===== config.mk =====
export PLATFORM = sky130hd
export DESIGN_NAME = nearest_palette_color_yuv_unit
export DESIGN_NICKNAME = d
export VERILOG_FILES = /design/src/sv/npcyuv_pkg.sv /design/src/sv/nearest_palette_color_yuv_unit.sv
export SDC_FILE = /design/constraint.sdc
export NUM_CORES = 2
export LEC_CHECK = 0
export BUFFER_PORTS_ARGS = -buffer_cell sky130_fd_sc_hd__buf_4
export CORE_UTILIZATION = 35
export DETAILED_ROUTE_END_ITERATION = 16
export PLACE_DENSITY = 0.48
export SETUP_SLACK_MARGIN = 0.3
export SLEW_MARGIN = 20
export SYNTH_ARGS = -nofsm -noshare
export SYNTH_HDL_FRONTEND = slang
export SYNTH_SLANG_ARGS = --single-unit

===== constraint.sdc =====
create_clock -name clk -period 9.6 [get_ports clk]
set_input_delay 2.4 -clock clk [delete_from_list [all_inputs] [get_ports clk]]
set_output_delay 2.4 -clock clk [all_outputs]
set_load 0.03 [all_outputs]

===== src/sv/npcyuv_pkg.sv =====
// ----------------------------------------------------------------------------
// npcyuv_pkg
// Conversion coefficients and the fixed palette, held as precomputed YUV.
// ----------------------------------------------------------------------------
package npcyuv_pkg;

  localparam int TABLE_COLOURS = 16;
  localparam int IDX_W         = 4;
  localparam int COMP_W        = 16;
  localparam int ENTRY_W       = 3 * COMP_W;

  // Q15 coefficients, rounded to nearest
  localparam logic signed [15:0] CY_R = 16'sd9798;
  localparam logic signed [15:0] CY_G = 16'sd19235;
  localparam logic signed [15:0] CY_B = 16'sd3736;
  localparam logic signed [15:0] CU_R = -16'sd4644;
  localparam logic signed [15:0] CU_G = -16'sd9465;
  localparam logic signed [15:0] CU_B = 16'sd14287;
  localparam logic signed [15:0] CV_R = 16'sd20152;
  localparam logic signed [15:0] CV_G = -16'sd16875;
  localparam logic signed [15:0] CV_B = -16'sd3277;

  // ceil(2^32 / 255): exact floor division by 255 for operands below 2^24
  localparam logic [47:0] RECIP_255 = 48'd16843010;

  typedef logic [TABLE_COLOURS-1:0][ENTRY_W-1:0] pal_tab_t;

  localparam logic [23:0] RGB_TABLE [TABLE_COLOURS] = '{
    24'h002b36, 24'hcb4b16, 24'h586e75, 24'h657b83,
    24'h839496, 24'h6c71c4, 24'h93a1a1, 24'hfdf6e3,
    24'h4f545c, 24'hdc322f, 24'h859900, 24'hb58900,
    24'h268bd2, 24'hd33682, 24'h2aa198, 24'hffffff
  };

  // round acc/255 to nearest, then saturate to 16 bits
  function automatic logic [COMP_W-1:0] scale_const(input int acc);
    int q;
    if (acc >= 0) begin
      q = (acc + 127) / 255;
    end else begin
      q = -((-acc + 127) / 255);
    end
    if (q > 32767) begin
      q = 32767;
    end
    if (q < -32768) begin
      q = -32768;
    end
    return COMP_W'(q);
  endfunction

  // entry layout: Y in the top 16 bits, then U, then V
  function automatic pal_tab_t build_palette();
    pal_tab_t tab;
    int r;
    int g;
    int b;
    for (int i = 0; i < TABLE_COLOURS; i++) begin
      r = int'(RGB_TABLE[i][23:16]);
      g = int'(RGB_TABLE[i][15:8]);
      b = int'(RGB_TABLE[i][7:0]);
      tab[i] = {scale_const(int'(CY_R) * r + int'(CY_G) * g + int'(CY_B) * b),
                scale_const(int'(CU_R) * r + int'(CU_G) * g + int'(CU_B) * b),
                scale_const(int'(CV_R) * r + int'(CV_G) * g + int'(CV_B) * b)};
    end
    return tab;
  endfunction

  localparam pal_tab_t PAL_YUV = build_palette();

endpackage


===== src/sv/nearest_palette_color_yuv_unit.sv =====
// ----------------------------------------------------------------------------
// nearest_palette_color_yuv_unit
// Maps an RGBA pixel to the nearest entry of a fixed 16-color palette in YUV.
// ----------------------------------------------------------------------------
// After an opaque pixel is accepted, the unit forms the three YUV sums in
// S_ACC, runs the divide-by-255 through a shared reciprocal multiplier in
// S_DIV, and in S_SRCH the palette ROM, with its single read port, delivers
// one entry per cycle to a three-stage distance pipeline (read, square, sum
// and compare), the palette size capped at 16 entries. It takes no new pixel
// until it is back in S_IDLE. The result sits in an output register, so a new
// pixel is taken while the last result still waits. A pixel whose alpha is
// zero is dropped in S_IDLE and yields no result beat. Entry 0 is never
// chosen, and on equal distances the lower index wins.
module nearest_palette_color_yuv_unit
  import npcyuv_pkg::*;
#(
  parameter int PALETTE_SIZE = 16
) (
  input  logic        clk,
  input  logic        rst_n,
  input  logic        in_tvalid,
  output logic        in_tready,
  // red_in [7:0], green_in [15:8], blue_in [23:16], alpha_in [31:24]
  input  logic [31:0] in_tdata,
  output logic        out_tvalid,
  input  logic        out_tready,
  // palette_index [3:0], color_digit [6:4], ground_digit [9:7], zero [15:10]
  output logic [15:0] out_tdata
);

  // searched entries run from 1 up to LIMIT-1
  localparam int LIMIT = (PALETTE_SIZE > TABLE_COLOURS) ? TABLE_COLOURS : PALETTE_SIZE;
  localparam logic [IDX_W-1:0] FIRST_IDX = IDX_W'(1);
  localparam logic [IDX_W-1:0] LAST_IDX  = IDX_W'(LIMIT - 1);
  localparam logic [1:0]       DIV_LAST  = 2'd3;
  localparam logic [2:0]       GROUND_LO = 3'd4;
  localparam logic [2:0]       GROUND_HI = 3'd3;

  typedef enum logic [2:0] {
    S_IDLE,
    S_ACC,
    S_DIV,
    S_SRCH,
    S_OUT
  } state_t;

  // the palette, read through one registered port
  localparam pal_tab_t PAL_ROM = PAL_YUV;

  state_t            state_r;
  logic [1:0]        div_cnt_r;
  logic [IDX_W-1:0]  issue_idx_r;
  logic              issue_done_r;
  logic              out_tvalid_r;
  logic [15:0]       out_tdata_r;

  // pixel and conversion registers
  logic [7:0]               pix_red_r;
  logic [7:0]               pix_green_r;
  logic [7:0]               pix_blue_r;
  logic signed [24:0]       acc_r [3];
  logic [47:0]              prod_r;
  logic                     prod_neg_r;
  logic [1:0]               prod_comp_r;
  logic signed [COMP_W-1:0] px_r [3];

  // distance pipeline
  logic [ENTRY_W-1:0] rd_data_r;
  logic               rd_vld_r;
  logic               rd_last_r;
  logic [IDX_W-1:0]   rd_idx_r;
  logic [31:0]        sq_r [3];
  logic               sq_vld_r;
  logic               sq_last_r;
  logic [IDX_W-1:0]   sq_idx_r;
  logic [33:0]        best_dist_r;
  logic [IDX_W-1:0]   best_idx_r;

  logic                     in_beat;
  logic                     issuing;
  logic signed [24:0]       s_red;
  logic signed [24:0]       s_green;
  logic signed [24:0]       s_blue;
  logic signed [24:0]       acc_nxt [3];
  logic signed [24:0]       acc_sel;
  logic [23:0]              mag_sel;
  logic signed [16:0]       q_signed;
  logic signed [COMP_W-1:0] q_sat;
  logic [33:0]              dist_nxt;
  logic                     take_nxt;

  assign in_tready  = (state_r == S_IDLE);
  assign in_beat    = in_tvalid && in_tready;
  assign out_tvalid = out_tvalid_r;
  assign out_tdata  = out_tdata_r;
  assign issuing    = (state_r == S_SRCH) && !issue_done_r;

  // YUV sums: all operands signed, widened to the sum width
  assign s_red   = $signed({17'b0, pix_red_r});
  assign s_green = $signed({17'b0, pix_green_r});
  assign s_blue  = $signed({17'b0, pix_blue_r});

  always_comb begin
    acc_nxt[0] = 25'(CY_R) * s_red + 25'(CY_G) * s_green + 25'(CY_B) * s_blue;
    acc_nxt[1] = 25'(CU_R) * s_red + 25'(CU_G) * s_green + 25'(CU_B) * s_blue;
    acc_nxt[2] = 25'(CV_R) * s_red + 25'(CV_G) * s_green + 25'(CV_B) * s_blue;
  end

  // |acc| + 127 of the component entering the divider
  assign acc_sel = acc_r[div_cnt_r];
  assign mag_sel = acc_sel[24] ? 24'(-acc_sel) + 24'd127 : 24'(acc_sel) + 24'd127;

  // restore the sign and saturate to 16 bits
  always_comb begin
    q_signed = prod_neg_r ? -$signed({1'b0, prod_r[47:32]}) : $signed({1'b0, prod_r[47:32]});
    if (q_signed > 17'sd32767) begin
      q_sat = 16'sh7fff;
    end else if (q_signed < -17'sd32768) begin
      q_sat = -16'sh8000;
    end else begin
      q_sat = q_signed[15:0];
    end
  end

  assign dist_nxt = 34'(sq_r[0]) + 34'(sq_r[1]) + 34'(sq_r[2]);
  // first searched entry seeds the minimum; later ones must be strictly less
  assign take_nxt = (sq_idx_r == FIRST_IDX) || (dist_nxt < best_dist_r);

  // control: state, counters and the output register
  always_ff @(posedge clk) begin
    if (!rst_n) begin
      state_r      <= S_IDLE;
      div_cnt_r    <= '0;
      issue_idx_r  <= FIRST_IDX;
      issue_done_r <= 1'b0;
      out_tvalid_r <= 1'b0;
    end else begin
      // free the output register; a result loaded in S_OUT takes its place
      if (out_tvalid_r && out_tready && (state_r != S_OUT)) begin
        out_tvalid_r <= 1'b0;
      end
      case (state_r)
        S_IDLE: begin
          // drop transparent pixels right away
          if (in_beat && (in_tdata[31:24] != 8'd0)) begin
            state_r <= S_ACC;
          end
        end
        S_ACC: begin
          div_cnt_r <= '0;
          state_r   <= S_DIV;
        end
        S_DIV: begin
          div_cnt_r <= div_cnt_r + 2'd1;
          if (div_cnt_r == DIV_LAST) begin
            issue_idx_r  <= FIRST_IDX;
            issue_done_r <= 1'b0;
            state_r      <= S_SRCH;
          end
        end
        S_SRCH: begin
          if (issuing) begin
            if (issue_idx_r == LAST_IDX) begin
              issue_done_r <= 1'b1;
            end else begin
              issue_idx_r <= issue_idx_r + IDX_W'(1);
            end
          end
          if (sq_vld_r && sq_last_r) begin
            state_r <= S_OUT;
          end
        end
        S_OUT: begin
          // hold the result until the output register is free
          if (!out_tvalid_r || out_tready) begin
            out_tvalid_r <= 1'b1;
            out_tdata_r  <= {6'b0, (best_idx_r[3] ? GROUND_HI : GROUND_LO),
                             best_idx_r[2:0], best_idx_r};
            state_r      <= S_IDLE;
          end
        end
        default: begin
          state_r <= S_IDLE;
        end
      endcase
    end
  end

  // conversion datapath
  always_ff @(posedge clk) begin
    if (in_beat) begin
      pix_red_r   <= in_tdata[7:0];
      pix_green_r <= in_tdata[15:8];
      pix_blue_r  <= in_tdata[23:16];
    end
    if (state_r == S_ACC) begin
      acc_r[0] <= acc_nxt[0];
      acc_r[1] <= acc_nxt[1];
      acc_r[2] <= acc_nxt[2];
    end
    if (state_r == S_DIV) begin
      // multiply one component while the previous one is finished
      if (div_cnt_r != DIV_LAST) begin
        prod_r      <= 48'(mag_sel) * RECIP_255;
        prod_neg_r  <= acc_sel[24];
        prod_comp_r <= div_cnt_r;
      end
      if (div_cnt_r != 2'd0) begin
        px_r[prod_comp_r] <= q_sat;
      end
    end
  end

  // palette ROM read port
  always_ff @(posedge clk) begin
    rd_data_r <= PAL_ROM[issue_idx_r];
    rd_idx_r  <= issue_idx_r;
    rd_last_r <= (issue_idx_r == LAST_IDX);
  end

  // distance pipeline: square the differences, then sum and compare
  always_ff @(posedge clk) begin
    if (!rst_n) begin
      rd_vld_r <= 1'b0;
      sq_vld_r <= 1'b0;
    end else begin
      rd_vld_r <= issuing;
      sq_vld_r <= rd_vld_r;
    end
  end

  always_ff @(posedge clk) begin
    for (int c = 0; c < 3; c++) begin
      logic signed [16:0] diff;
      logic [15:0]        mag;
      diff = $signed({px_r[c][15], px_r[c]})
           - $signed({rd_data_r[(2-c)*COMP_W+15], rd_data_r[(2-c)*COMP_W +: COMP_W]});
      mag  = diff[16] ? 16'(-diff) : diff[15:0];
      sq_r[c] <= 32'(mag) * 32'(mag);
    end
    sq_idx_r  <= rd_idx_r;
    sq_last_r <= rd_last_r;
    if (sq_vld_r && take_nxt) begin
      best_dist_r <= dist_nxt;
      best_idx_r  <= sq_idx_r;
    end
  end

endmodule


==> impl_metrics.py <==
metrics = {
    "status": {
        "outcome": "complete, no violations",
    },
    "sta": {
        "timing.fmax_ghz": 0.112,
        "finalHoldViolations": 0,
        "period_share_pct": 93.1,
        "setup_viol": 0,
        "final.setup_skew_ns": 0.0321,
        "drv_slew": 0,
        "worstMarginPinSlew_ns": 0.949,
        "setup_tns_ns": 0,
        "relSlewSlack_pct": 36.7,
        "fin_crit_ns": 8.94,
        "rsz0062_at_grt": "true",
    },
    "route": {
        "drtIter0Drc": 2139,
        "routed_wl_um": 171000,
        "first_pass_iters": 5,
        "ant_nets": 0,
        "wl_per_cell_um": 18.7,
        "vias": 44000,
        "route.detailed.drc": 0,
        "via_per_inst": 4.81,
    },
    "synth": {
        "synth_compound_gate_area_share_pct": 9.76,
        "yosysUniqueCellTypes": 101,
        "synth_most_common_cell": "inv_1",
        "netlist_area_mm2": 0.0627,
        "synth_edf_count": 208,
        "synth_top_family_by_area": "adder cells",
        "synth-simple-area-share_pct": 8.97,
        "seq_area_frac_synth_pct": 15.2,
        "synth_top_area_share_pct": 29.6,
        "yosys_warnings": 0,
        "yosys_most_used_dff": "edfxtp_1",
        "synthTopCellsByArea": "fa_1, ha_1, edfxtp_1",
        "synthAdderAreaFrac_pct": 49.8,
        "synth_cells": 6565,
        "synth_xor_area_share_pct": 5.58,
        "synth_area_per_cell_um2": 9.56,
        "async_reset_ff_share_pct": 0,
        "synth_seq_cells": 371,
        "synth_common_cells": "inv_1, ha_1, fa_1, nor2_1, nand2_1",
        "synth_area_leader_cell": "fa_1",
        "synthMuxAreaShare_pct": 0.744,
    },
    "global_route": {
        "antenna_found_initial": 0,
        "grt_pass1_wl_um": 268000,
        "grt_pass1_vias": 46400,
        "grt.overflow.total": 0,
        "grtUsageTotal_pct": 19.2,
        "grt_max_degree": 75,
    },
    "critical_path": {
        "max_stage_delay_ns": 0.65,
        "cp_slowest_cell": "edfxtp_1",
        "arrival_ns": 9.39,
        "worst-setup-path-type": "flip-flop to flip-flop",
        "cp_data_required_time_ns": 10.05,
        "cp-end-kind": "flip-flop",
        "crit_fanout": 7,
        "critPathLaunchType": "flip-flop",
        "cp_common_cell": "fa_1",
    },
    "cells_and_area": {
        "syn2layout_area_growth_pct": 10.4,
        "nNetsFinal": 8731,
        "drive_above_1_share_pct": 7.06,
        "seqCellArea_mm2": 0.00951,
        "num_antenna_cells": 0,
        "fillCellCount": 18000,
        "multiInputGateArea_mm2": 0.0475,
    },
    "floorplanning": {
        "initial_core_util_pct": 35.2,
        "rows": 155,
        "ios": 54,
        "die_area_mm2": 0.181,
        "die_h_um": 425,
        "coreArea_mm2": 0.178,
        "die_x_um": 425,
    },
    "clock_tree": {
        "cts_buffers": 48,
        "clk_latency_ns": 0.68,
        "htreeDepth": 2,
        "cts_tree": "built",
        "path_clk_slew_ns": 0.06,
        "clk_path_buf_depth": 3,
        "cts.sinks": 371,
        "cts-root-buf": "clkbuf_16",
    },
    "placement": {
        "routabilityCongestion": 0.894,
        "io_buffers": 47,
        "dp_hpwl_um": 150000,
    },
    "flow_run": {
        "maxCapViolations": 0,
    },
    "min_path": {
        "hold_class": "flip-flop to flip-flop",
    },
}
==> cells by family (layout without fill, tap and decap cells) <==
family                   Yosys count  in the layout
adder cells (fa/ha/maj)         1939           1939
buffers and inverters           1658           1882
AND/OR/NAND/NOR                 1222           1222
AO/OA/AOI/OAI                    939            939
XOR/XNOR                         390            390
flip-flops                       371            371
multiplexers                      44             44
other                              2              9
==> final timing paths <==
check,end,from,slack (ns),cells after the start
worst max-delay path,acc_r[1][23]$_DFFE_PP_,pix_blue_r[0]$_DFFE_PP_,0.66,28
worst min-delay path,sq_last_r$_DFF_P_,rd_last_r$_DFF_P_,0.33,0
worst max register to register,acc_r[1][23]$_DFFE_PP_,pix_blue_r[0]$_DFFE_PP_,0.66,28
worst min register to register,sq_last_r$_DFF_P_,rd_last_r$_DFF_P_,0.33,0
==> metal layers <==
metal	global-route usage, %	vias to the layer above	share of wire, %
met4	5.28	0	3.0
met3	1.69	178	2.4
met1	23.8	21900	43
li1	-	21400	-
met5	0	-	0
met2	35.3	565	52
==> registers in the layout (all words and copies together) (netlist names), 2 cells and up, named ones only <==
name         flops
out_tdata        5
sq_idx_r         4
div_cnt_r        2
prod_comp_r      2
pix_green_r      8
best_idx_r       4
prod_r          16
state_r          3
sq_r            93
issue_idx_r      4
rd_idx_r         4
acc_r           74
best_dist_r     34
px_r            48
rd_data_r       45
pix_blue_r       8
pix_red_r        8
==> area by class of cell <==
| class | instances | area share, % |
|---|---|---|
| Timing Repair Buffer | 226 | 2.49 |
| Multi-Input combinational cell | 4543 | 68.5 |
| Inverter | 1566 | 8.49 |
| Sequential cell | 371 | 13.7 |
| Clock buffer | 65 | 2.02 |
| Clock inverter | 25 | 0.464 |
| Tap cell | 2355 | 4.25 |
==> repair_timing <==
action                     in CTS  in global routing
gates cloned                    0                  1
setup buffers                   0                 30
gates resized for setup         6                105
setup endpoints to repair       5                 30
hold buffers                    0                  0
pin swaps                       1                 33
==> worst max-delay path: cells and delay by family, from the launching register on <==
| kind | cells | cell delay, ns |
|---|---|---|
| XOR/XNOR | 2 | 0.95 |
| flip-flops | 1 | 0.65 |
| buffers and inverters | 3 | 0.18 |
| AND/OR/NAND/NOR | 2 | 0.23 |
| AO/OA/AOI/OAI | 12 | 2.80 |
| adder cells (fa/ha/maj) | 9 | 3.90 |
==> cell usage in the layout, fill, tap and decap left out, drive strengths merged, types with 46 or more instances in the layout <==
cell type  count
inv         1561
ha          1011
fa           928
nor2         449
nand2        336
a21oi        278
xnor2        276
buf          226
edfxtp       208
o21ai        183
dfxtp        163
a21o         136
xor2         112
nor3          86
clkbuf        65
nand3         62
nand2b        60
o21a          60
o21bai        52
nor2b         46
==> per-stage QoR <==
step,hold WS (ns),utilization [%],worst slack [ns],area [um2],cells
after floorplan,0.310,-,0.585,62800,6572
after global placement,0.314,37.5,0.0713,66800,9030
after detailed placement,0.313,37.5,-0.0507,66800,9030
after CTS,0.327,38.5,0.272,68600,9120
after global routing,0.341,38.9,0.234,69300,9151
final,0.326,38.9,0.661,69300,9151
Power is not shown: default switching activity piles up to over one toggle a cycle in this logic, so the estimate is an artifact.
